**src/sv/nzr_pkg.sv**
```systemverilog
package nzr_pkg;

  localparam int WORD_W = 32;
  localparam int FRAC_W = 28;
  localparam int ITER_W = 8;
  localparam int TOL_W  = 29;
  localparam int CFG_IDX_W  = 1;
  localparam int CFG_DATA_W = 29;

  localparam logic [CFG_IDX_W-1:0] REG_MAX_ITER  = 1'd0;
  localparam logic [CFG_IDX_W-1:0] REG_TOLERANCE = 1'd1;

  localparam logic [ITER_W-1:0] MAX_ITER_RST  = 8'd155;
  localparam logic [TOL_W-1:0]  TOLERANCE_RST = 29'd2684;

  // root constants, raw fixed point
  localparam logic signed [WORD_W-1:0] ONE_FX  = 32'sd268435456;
  localparam logic signed [WORD_W-1:0] HALF_FX = 32'sd134217728;
  localparam logic signed [WORD_W-1:0] HS3_FX  = 32'sd232471924;
  localparam logic signed [WORD_W-1:0] VMAX    = 32'sh7fffffff;
  localparam logic signed [WORD_W-1:0] VMIN    = 32'sh80000000;

  localparam logic [2:0] ROOT_ORIGIN = 3'd6;
  localparam logic [2:0] ROOT_NONE   = 3'd7;

  typedef struct packed {
    logic signed [WORD_W-1:0] start_real;
    logic signed [WORD_W-1:0] start_imag;
  } in_item_t;

  typedef struct packed {
    logic [2:0]        root_found;
    logic [ITER_W-1:0] step_count;
  } out_item_t;

  // controller states
  typedef enum logic [4:0] {
    S_IDLE, S_TEST, S_TESTW, S_M2A, S_M2B, S_M2C, S_M4A, S_M4B, S_M4C,
    S_M5A, S_M5B, S_M5C, S_SQ, S_SQW, S_DIVR, S_DIVRW, S_DIVI, S_DIVIW,
    S_UPD, S_DONE
  } state_t;

  // datapath operations
  typedef enum logic [3:0] {
    OP_NONE, OP_LOAD, OP_TEST, OP_M2A, OP_M2B, OP_M2C, OP_M4A, OP_M4B, OP_M4C,
    OP_M5A, OP_M5B, OP_M5C, OP_SQ, OP_SQW, OP_UPD
  } op_t;

  typedef struct packed {
    op_t  op;
    logic div_start;
    logic div_imag;
    logic div_capture;
  } cmd_t;

  typedef struct packed {
    logic       hit;
    logic [2:0] hit_root;
    logic       div_done;
  } sts_t;

  function automatic logic signed [WORD_W-1:0] sat_w(input logic signed [WORD_W+1:0] v);
    if (v > $signed({{2{VMAX[WORD_W-1]}}, VMAX})) return VMAX;
    if (v < $signed({{2{VMIN[WORD_W-1]}}, VMIN})) return VMIN;
    return v[WORD_W-1:0];
  endfunction

  function automatic logic signed [WORD_W-1:0] sat_add(input logic signed [WORD_W-1:0] a,
                                                        input logic signed [WORD_W-1:0] b);
    return sat_w({{2{a[WORD_W-1]}}, a} + {{2{b[WORD_W-1]}}, b});
  endfunction

  function automatic logic signed [WORD_W-1:0] sat_sub(input logic signed [WORD_W-1:0] a,
                                                        input logic signed [WORD_W-1:0] b);
    return sat_w({{2{a[WORD_W-1]}}, a} - {{2{b[WORD_W-1]}}, b});
  endfunction

  // exact product, magnitude truncated by FRAC_W, saturated
  function automatic logic signed [WORD_W-1:0] fx_mul(input logic signed [WORD_W-1:0] a,
                                                       input logic signed [WORD_W-1:0] b);
    logic [WORD_W-1:0]     ma;
    logic [WORD_W-1:0]     mb;
    logic [2*WORD_W-1:0]   p;
    logic [2*WORD_W-1:0]   q;
    logic                  neg;
    ma  = a[WORD_W-1] ? WORD_W'(-a) : WORD_W'(a);
    mb  = b[WORD_W-1] ? WORD_W'(-b) : WORD_W'(b);
    neg = a[WORD_W-1] ^ b[WORD_W-1];
    p   = ma * mb;
    q   = p >> FRAC_W;
    if (neg) begin
      if (q > (2*WORD_W)'({1'b1, {(WORD_W-1){1'b0}}})) return VMIN;
      return WORD_W'(-q);
    end
    if (q > (2*WORD_W)'(VMAX)) return VMAX;
    return q[WORD_W-1:0];
  endfunction

  // signed division by six, truncated toward zero, via reciprocal
  function automatic logic signed [WORD_W-1:0] div6(input logic signed [WORD_W-1:0] a);
    logic [WORD_W-1:0]   m;
    logic [2*WORD_W+2:0] p;
    logic [WORD_W-1:0]   q;
    m = a[WORD_W-1] ? WORD_W'(-a) : WORD_W'(a);
    p = m * 35'h2aaaaaaab;
    q = WORD_W'(p >> 36);
    return a[WORD_W-1] ? WORD_W'(-q) : q;
  endfunction

endpackage

```
**src/sv/nzr_ctrl.sv**
```systemverilog
module nzr_ctrl (
  input  logic                         clk,
  input  logic                         rst_n,
  input  logic                         in_valid,
  output logic                         in_stall,
  output logic                         out_valid,
  input  logic                         out_stall,
  output nzr_pkg::out_item_t           out_item,
  input  logic [nzr_pkg::ITER_W-1:0]   max_iter,
  input  nzr_pkg::sts_t                sts,
  output nzr_pkg::cmd_t                cmd
);
  import nzr_pkg::*;

  state_t            state_r, state_nxt;
  logic [ITER_W-1:0] n_r, n_nxt;
  out_item_t         res_r, res_nxt;
  logic              ov_r, ov_nxt;

  always_comb begin
    state_nxt = state_r; n_nxt = n_r; res_nxt = res_r; ov_nxt = ov_r;
    cmd = '{op: OP_NONE, div_start: 1'b0, div_imag: 1'b0, div_capture: 1'b0};
    in_stall = 1'b1;
    if (ov_r && !out_stall) ov_nxt = 1'b0;
    case (state_r)
      S_IDLE: begin
        in_stall = 1'b0;
        if (in_valid) begin
          cmd.op = OP_LOAD; n_nxt = '0; state_nxt = S_TEST;
        end
      end
      S_TEST: begin
        if (n_r == max_iter) begin
          state_nxt = S_DONE;
        end else begin
          cmd.op = OP_TEST; state_nxt = S_TESTW;
        end
      end
      S_TESTW: begin
        if (sts.hit) state_nxt = S_DONE;
        else state_nxt = S_M2A;
      end
      S_M2A: begin cmd.op = OP_M2A; state_nxt = S_M2B; end
      S_M2B: begin cmd.op = OP_M2B; state_nxt = S_M4A; end
      S_M4A: begin cmd.op = OP_M4A; state_nxt = S_M4B; end
      S_M4B: begin cmd.op = OP_M4B; state_nxt = S_M5A; end
      S_M5A: begin cmd.op = OP_M5A; state_nxt = S_M5B; end
      S_M5B: begin cmd.op = OP_M5B; state_nxt = S_SQ; end
      S_SQ:  begin cmd.op = OP_SQ;  state_nxt = S_SQW; end
      S_SQW: begin cmd.op = OP_SQW; state_nxt = S_DIVR; end
      S_DIVR: begin cmd.div_start = 1'b1; state_nxt = S_DIVRW; end
      S_DIVRW: if (sts.div_done) begin
        cmd.div_capture = 1'b1; state_nxt = S_DIVI;
      end
      S_DIVI: begin
        cmd.div_start = 1'b1; cmd.div_imag = 1'b1; state_nxt = S_DIVIW;
      end
      S_DIVIW: begin
        cmd.div_imag = 1'b1;
        if (sts.div_done) begin cmd.div_capture = 1'b1; state_nxt = S_UPD; end
      end
      S_UPD: begin
        cmd.op = OP_UPD; n_nxt = n_r + 1'b1; state_nxt = S_TEST;
      end
      // load the result register only once the previous result has left;
      // a hit always happens below the step limit
      S_DONE: begin
        if (!ov_r || !out_stall) begin
          if (n_r == max_iter) res_nxt = '{root_found: ROOT_NONE, step_count: n_r};
          else res_nxt = '{root_found: sts.hit_root, step_count: n_r};
          ov_nxt = 1'b1; state_nxt = S_IDLE;
        end
      end
      default: state_nxt = S_IDLE;
    endcase
  end

  always_ff @(posedge clk) begin
    if (!rst_n) begin
      state_r <= S_IDLE;
      ov_r    <= 1'b0;
    end else begin
      state_r <= state_nxt;
      ov_r    <= ov_nxt;
    end
    n_r   <= n_nxt;
    res_r <= res_nxt;
  end

  assign out_valid = ov_r;
  assign out_item  = res_r;
endmodule

```
**config.mk**
```make
export PLATFORM = sky130hd
export DESIGN_NAME = nzr_ctrl
export DESIGN_NICKNAME = d
export VERILOG_FILES = /design/src/sv/nzr_pkg.sv /design/src/sv/nzr_ctrl.sv
export SDC_FILE = /design/constraint.sdc
export NUM_CORES = 1
export LEC_CHECK = 0
export BUFFER_PORTS_ARGS = -buffer_cell sky130_fd_sc_hd__buf_2
export CAP_MARGIN = 25
export CORE_MARGIN = 1
export CORE_UTILIZATION = 51
export DETAILED_ROUTE_END_ITERATION = 16
export PLACE_DENSITY = 0.77
export SETUP_SLACK_MARGIN = 0.3
export SLEW_MARGIN = 20
export SYNTH_ARGS = -nofsm -noshare
export SYNTH_HDL_FRONTEND = slang
export SYNTH_SLANG_ARGS = --single-unit
```
**constraint.sdc**
```tcl
create_clock -name clk -period 1.95 [get_ports clk]
set_input_delay 0.39 -clock clk [delete_from_list [all_inputs] [get_ports clk]]
set_output_delay 0.39 -clock clk [all_outputs]
set_load 0.02 [all_outputs]
```
==> summary.md, run 1 <==
| Metric | Value |
|---|---|
| Vias in the first global route | `1334` |
| DIE HEIGHT | `55.7 um` |
| CTS tree | `built` |
| Slowest cell on crit path | `edfxtp_1` |
| Yosys Warn Count | `0` |
| Drt total wl | `4.31 mm` |
| Post-Syn Area | `1470 um^2` |
| Synth area leaders | `edfxtp_1, dfxtp_1, xor2_1` |
| Initial DRC Count | `83` |
| Clock slew at reported path FFs | `0.14 ns` |
| Worst slack, placed | `-0.108 ns` |
| CTS sink cnt | `25` |
| Switching power | `0.00101 W` |
| Max clock buf depth | `2` |
| Max incr delay on CP | `0.43 ns` |
| Fmax | `433 MHz` |
| Asr flop ratio synth | `0%` |
| Leading area contributor after synthesis | `edfxtp_1` |
| RSZ-0062 raised after global routing | `true` |
| Layout cells sized above 1 | `50.7%` |
| R2r setup slk | `0.22 ns` |
| Commonest cells in the synthesized netlist | `edfxtp_1, nor2_1, xor2_1` |
| GPL Wtd Cong | `0.919` |
| WHS Endpoint | `out_item[10]` |
| Layout net count | `232` |
| Footprint of the multi-input gates | `802 um^2` |
| Die X | `55.7 um` |
| Post-synthesis sequential area ratio | `47.0%` |
| Hold Fails Final Rpt | `0` |
| CTS Buf Count | `3` |
| Sequential share of power | `33.9%` |
| Util after Layout | `76.6%` |
| Reg2reg start | `state_r[1]` |
| WP data required | `1.56 ns` |
| Clock power frac | `10.0%` |
| P_leak | `0.869 nW` |
| Synthesized flop and latch total | `25` |
| Top cell type's share of synthesized area | `38.8%` |
| Post-layout min period | `2.31 ns` |
| Total global-route track usage | `26.5%` |
| CP Cell Sequence | `xor2_1, nor4_2, nand2_1, a22o_1, a31o_1, buf_2` |
| Final ANT Viol Nets | `0` |
| CP endpoint kind | `primary output` |
| Via count | `1461` |
| Syn_area_per_cell | `10.1 um^2` |
| Drt first pass iters | `5` |
| Outcome | `finished with violations` |
| Library cells used by synthesis | `47` |
| Worst R2R End | `state_r[4]` |
| Crit path kind | `reg2out` |
| GRT overflow | `0` |
| Port bufs | `36` |
| Logic pwr share | `56.0%` |
| Max-Cap Viols | `0` |
| Period utilization | `119%` |
| Tot Pwr | `0.00238 W` |
| Root Driver | `clkbuf_4` |
| Worst reg2reg path depth | `8` |
| Htree depth | `1` |
| Post-DR wirelength/cell | `17.7 um` |
| Worst Hold Launch | `sts[3]` |
| Dpl hpwl | `2.53 mm` |
| Slew headroom | `67.6%` |
| Global-route wire length before repair | `6.35 mm` |
| Pin count of the biggest net entering global routing | `16` |
| Peak VDD IR | `0.945 mV` |
| Slew at the pin with the worst max-slew slack | `0.485 ns` |
| CP Buf/Inv Count | `1` |
| Initial Util | `53.7%` |
| Post-synth EDFFs | `19` |
| Worst setup margin | `-0.361 ns` |
| Critical path fanouts, max | `2` |
| Switching Fraction | `42.4%` |
| Row cnt | `19` |
| N_diodes | `0` |
| Final setup fails | `2` |
| Area Growth Syn to Fin | `42.5%` |
| Largest delay share family, worst path | `simple AND/OR/NAND/NOR gates` |
| Post-DR vias/cell | `5.99` |
| Drt drc | `0` |
| Max Slew Vio Count | `0` |
| Failing checks | `setup timing` |
| Register Area | `709 um^2` |
| Area of the core | `2730 um^2` |
| IO Pins | `37` |
| DIE AREA | `3100 um^2` |
| Clk_lat worst skew | `0.32 ns` |
| Signal arrival time at the worst endpoint | `1.92 ns` |
| Hold Path Depth | `2` |
| CP Launch Type | `flip-flop` |
| Initial antenna violation count | `0` |
| Ys flop type | `edfxtp_1` |
| Setup Skew | `0.00386 ns` |
| Post-Synthesis Cells | `145` |
| PD cells | `1130 nW/um^2` |
| Hold Crit Class | `in2reg` |
| Fill cells | `177` |
| Synthesized net count | `163` |
| Internal | `0.00137 W` |
==> worst register-to-register path, stage by stage, from the launching register on <==
cell and delay (ns):
dfxtp_4 0.38, buf_6 0.13, nor4b_4 0.32, buf_4 0.19, buf_6 0.11, o21ai_4 0.06
o221ai_4 0.12, a2111oi_4 0.09, a32o_1 0.24
==> flip-flops by register name, summed over array words and instances, names as in the netlist <==
signal / flops
out_item: 11
n_r: 8
state_r: 5
out_valid: 1
==> metrics by stage <==
stage                     hold slack [ns]  TNS, ns  cell area (um^2)  instances
after global placement              0.482   -0.119              1780        220
final                               0.328   -0.579              2090        244
after CTS                           0.325   -0.463              2010        240
after detailed placement            0.495   -0.108              1780        220
after floorplan                     0.491        0              1490        145
after global routing                0.304   -0.803              2090        244
==> per-layer routing <==
metal	track usage (%)	vias to the layer above	wire length [um]
met5	0	-	0
met4	8.93	0	71
met1	34.9	672	1670
met3	4.65	12	433
met2	44.2	107	2130
li1	-	670	-
==> how the worst max path moves through the flow <==
stage | start | end | slack [ns] | cells past startpoint
2_1_floorplan | n_r[1] | cmd[4] | 0.1 | 5
3_3_place_gp | max_iter[1] | cmd[4] | -0.12 | 7
3_5_place_dp | max_iter[1] | cmd[4] | -0.11 | 7
4_1_cts | n_r[0] | cmd[4] | -0.34 | 6
5_1_grt | n_r[6] | cmd[4] | -0.43 | 6
6_report | n_r[0] | cmd[4] | -0.36 | 6
==> power by group through the flow <==
stage	Sequential [W]	Clock [W]	Combinational, W
6_report	0.000806	0.000238	0.00133
5_1_grt	0.000816	0.000269	0.00141
4_1_cts	0.000795	0.000240	0.00118
3_5_place_dp	0.000810	0	0.000974
3_3_place_gp	0.000803	0	0.000951
2_1_floorplan	0.000791	0	0.000674
==> cell usage in the layout, fill, tap and decap left out, types with 2 or more instances in the layout <==
master | netlist | final
a21oi_1 | 9 | 7
a21oi_2 | 0 | 2
a31oi_1 | 2 | 2
a32o_1 | 2 | 2
and3_1 | 3 | 3
buf_2 | 3 | 32
buf_4 | 0 | 32
buf_6 | 2 | 8
clkbuf_4 | 0 | 3
dfxtp_4 | 0 | 5
edfxtp_1 | 19 | 19
inv_1 | 5 | 4
inv_2 | 1 | 2
nand2_1 | 8 | 7
nand2b_1 | 5 | 5
nand3_1 | 9 | 9
nor2_1 | 19 | 13
nor2_2 | 0 | 6
nor4_2 | 0 | 2
o21ai_1 | 1 | 3
o31ai_2 | 0 | 2
xnor2_1 | 2 | 2
xor2_1 | 13 | 13
==> final cells by class <==
type | count | share of cell area [%]
clock inverters | 1 | 0.359
flip-flops and latches | 25 | 33.9
clock buffers | 3 | 1.08
well taps | 31 | 1.85
multi-input cells | 106 | 38.3
repair buffers | 72 | 23.4
inverters | 6 | 1.08
==> cells by family after synthesis <==
| kind of cell | count (synthesis) | share of synthesized area (%) |
|---|---|---|
| xor+xnor | 15 | 8.94 |
| flops | 25 | 47.0 |
| fa+ha+maj | 1 | 0.852 |
| buf+inv | 14 | 4.85 |
| compound gates | 32 | 17.0 |
| simple gates | 58 | 21.4 |
==> what timing repair did <==
| item | 4_1_cts | 5_1_grt |
|---|---|---|
| hold buffers | 0 | 0 |
| cloned | 1 | 0 |
| setup endpoints to repair | 19 | 19 |
| pin swaps | 8 | 5 |
| buffers inserted | 15 | 4 |
| endpoints found under the hold margin | 0 | 0 |
| resized for setup | 28 | 15 |
No activity file was read; power rests on OpenSTA's default activity.
==> run 2, diff against run 1 <==
--- a/config.mk
+++ b/config.mk
@@ -9,8 +9,10 @@
 export CAP_MARGIN = 25
 export CORE_MARGIN = 1
 export CORE_UTILIZATION = 51
+export CTS_BUF_LIST = sky130_fd_sc_hd__clkbuf_16
 export DETAILED_ROUTE_END_ITERATION = 16
 export PLACE_DENSITY = 0.77
+export RECOVER_POWER = 50
 export SETUP_SLACK_MARGIN = 0.3
 export SLEW_MARGIN = 20
 export SYNTH_ARGS = -nofsm -noshare
==> run 2 against run 1 <==
  * The flow still finishes with violations (setup timing)
  * Final cell count fell by 1.2%
  * Via count fell by 1.6%
  * Non-clock buffer count is 3 lower
==> summary.md, run 2 (synthesis gave the netlist of run 1 again) <==
| Metric | Value |
|---|---|
| Clk_lat worst skew | `0.25 ns (-0.07 ns)` |
| Max clock buf depth | `2 (unchanged)` |
| Logic pwr share | `49.9% (-6.1 points)` |
| Post-DR vias/cell | `5.97 (-0.35%)` |
| Initial DRC Count | `111 (+34%)` |
| Die X | `55.7 um (unchanged)` |
| IO Pins | `37 (unchanged)` |
| Layout cells sized above 1 | `48.1% (-2.6 points)` |
| Sequential share of power | `32.4% (-1.5 points)` |
| Switching Fraction | `40.1% (-2.3 points)` |
| CP Launch Type | `flip-flop` |
| Final ANT Viol Nets | `0 (unchanged)` |
| Placed cell area | `1780 um^2 (unchanged)` |
| DIE AREA | `3100 um^2 (unchanged)` |
| Switching power | `0.00102 W (+1.3%)` |
| Internal | `0.00153 W (+12%)` |
| GPL Wtd Cong | `0.919 (unchanged)` |
| Failing checks | `setup timing` |
| Final setup fails | `7 (+5)` |
| Area of the core | `2730 um^2 (unchanged)` |
| Worst setup margin | `-0.307 ns (+0.0539 ns)` |
| Tot Pwr | `0.00255 W (+7.2%)` |
| Row cnt | `19 (unchanged)` |
| N_diodes | `0 (unchanged)` |
| Critical path fanouts, max | `2 (unchanged)` |
| Drt drc | `0 (unchanged)` |
| Post-layout min period | `2.26 ns (-0.0539 ns)` |
| P_leak | `0.868 nW (about the same)` |
| WP data required | `1.56 ns (about the same)` |
| Htree depth | `1 (unchanged)` |
| Clock power frac | `17.7% (+7.7 points)` |
| Hold WS | `0.400 ns (+0.0711 ns)` |
| Layout net count | `229 (-1.3%)` |
| Slew headroom | `72.8% (+5.2 points)` |
| Global-route wire length before repair | `6.46 mm (+1.6%)` |
| CTS tree | `built` |
| Initial antenna violation count | `0 (unchanged)` |
| Root Driver | `clkbuf_16` |
| Post-Layout Inst Area | `2140 um^2 (+2.0%)` |
| Outcome | `finished with violations` |
| Vias in the first global route | `1310 (-1.8%)` |
| Peak VDD IR | `1.03 mV (+9.2%)` |
| Crit path kind | `reg2out` |
| Total global-route track usage | `27.1% (+0.55 points)` |
| DIE HEIGHT | `55.7 um (unchanged)` |
| Drt total wl | `4.35 mm (+0.93%)` |
| Via count | `1438 (-1.6%)` |
| PD cells | `1190 nW/um^2 (+5.0%)` |
| Max Slew Vio Count | `0 (unchanged)` |
| CTS Hold Bufs | `0 (unchanged)` |
| Hold Crit Class | `in2reg` |
| Period utilization | `116% (-2.8 points)` |
| Util after Layout | `78.1% (+1.6 points)` |
| Pin count of the biggest net entering global routing | `16 (unchanged)` |
| Most common cell after layout, fill and taps aside | `buf_2` |
| Max-Cap Viols | `0 (unchanged)` |
| Slew at the pin with the worst max-slew slack | `0.407 ns (-0.0783 ns)` |
| RSZ-0062 raised after global routing | `true` |
| Area Growth Syn to Fin | `45.4%` |
| Initial Util | `53.7% (unchanged)` |
| Most frequent cells in the layout | `buf_2, edfxtp_1, buf_4` |
| Post-DR wirelength/cell | `18.1 um (+2.2%)` |
| GRT overflow | `0 (unchanged)` |
| Fill cells | `174 (-1.7%)` |
| CTS Buf Count | `3 (unchanged)` |
| Clock slew at reported path FFs | `0.06 ns (-0.08 ns)` |
| Dpl hpwl | `2.53 mm (unchanged)` |
| CTS sink cnt | `25 (unchanged)` |
| Fmax | `443 MHz (+2.4%)` |
| Signal arrival time at the worst endpoint | `1.87 ns (-0.05 ns)` |
| Drt first pass iters | `6 (+1)` |
| Setup Skew | `0.00196 ns (-0.00191 ns)` |
| Port bufs | `36 (unchanged)` |
| Largest register FFs | `11 (unchanged)` |
| CP endpoint kind | `primary output` |
| Hold Fails Final Rpt | `0 (unchanged)` |
==> run 2: per-layer routing <==
metal  vias up  GRT usage, %  wire (um)
li1        671             -          -
met1       670          37.0       1770
met2        87          45.3       2180
met3        10          3.26        333
met4         0          7.86         70
met5         -             0          0
==> run 2: final timing paths <==
kind | slack, ns | from | cells past startpoint | to
setup / recovery | -0.31 | n_r[5] | 6 | cmd[4]
hold reg to reg | 0.57 | state_r[1] | 2 | state_r[1]
setup reg to reg | -0.22 | n_r[5] | 11 | state_r[4]
hold / removal | 0.40 | sts[3] | 2 | out_item[10]
==> run 2: layout make-up <==
class	count	area, um^2	share of cell area [%]
clock buffer	3	75.1	3.51
sequential	25	709	33.2
inverter	6	22.5	1.05
multi-input combinational	106	815	38.1
clock inverter	1	7.51	0.351
timing repair buffer	69	468	21.9
tap	31	38.8	1.82
==> run 2: critical path, cell delays in order (launching register included) <==
cell	delay, ns
edfxtp_1	0.41
xor2_1	0.17
nor4_2	0.33
nand2_1	0.14
a22o_1	0.20
a31o_1	0.20
buf_2	0.15
==> run 2: timing repair <==
action	4_1_cts	5_1_grt
cloned	0	1
resized for setup	25	24
pin swaps	7	9
setup endpoints to repair	19	22
buffers inserted	13	3
==> run 2: power by group through the flow <==
stage | Combinational (W) | Clock, W | Sequential [W]
after floorplan | 0.000674 | 0 | 0.000791
after global placement | 0.000951 | 0 | 0.000803
after detailed placement | 0.000974 | 0 | 0.000810
after CTS | 0.00112 | 0.000456 | 0.000805
after global routing | 0.00135 | 0.000481 | 0.000834
final | 0.00127 | 0.000451 | 0.000824
==> run 2: through the flow <==
stage,instances,setup TNS (ns),worst slack (ns)
2_1_floorplan,145,0,0.0960
3_3_place_gp,220,-0.119,-0.119
4_1_cts,237,-0.886,-0.294
3_5_place_dp,220,-0.108,-0.108
6_report,241,-1.04,-0.307
5_1_grt,241,-1.72,-0.409
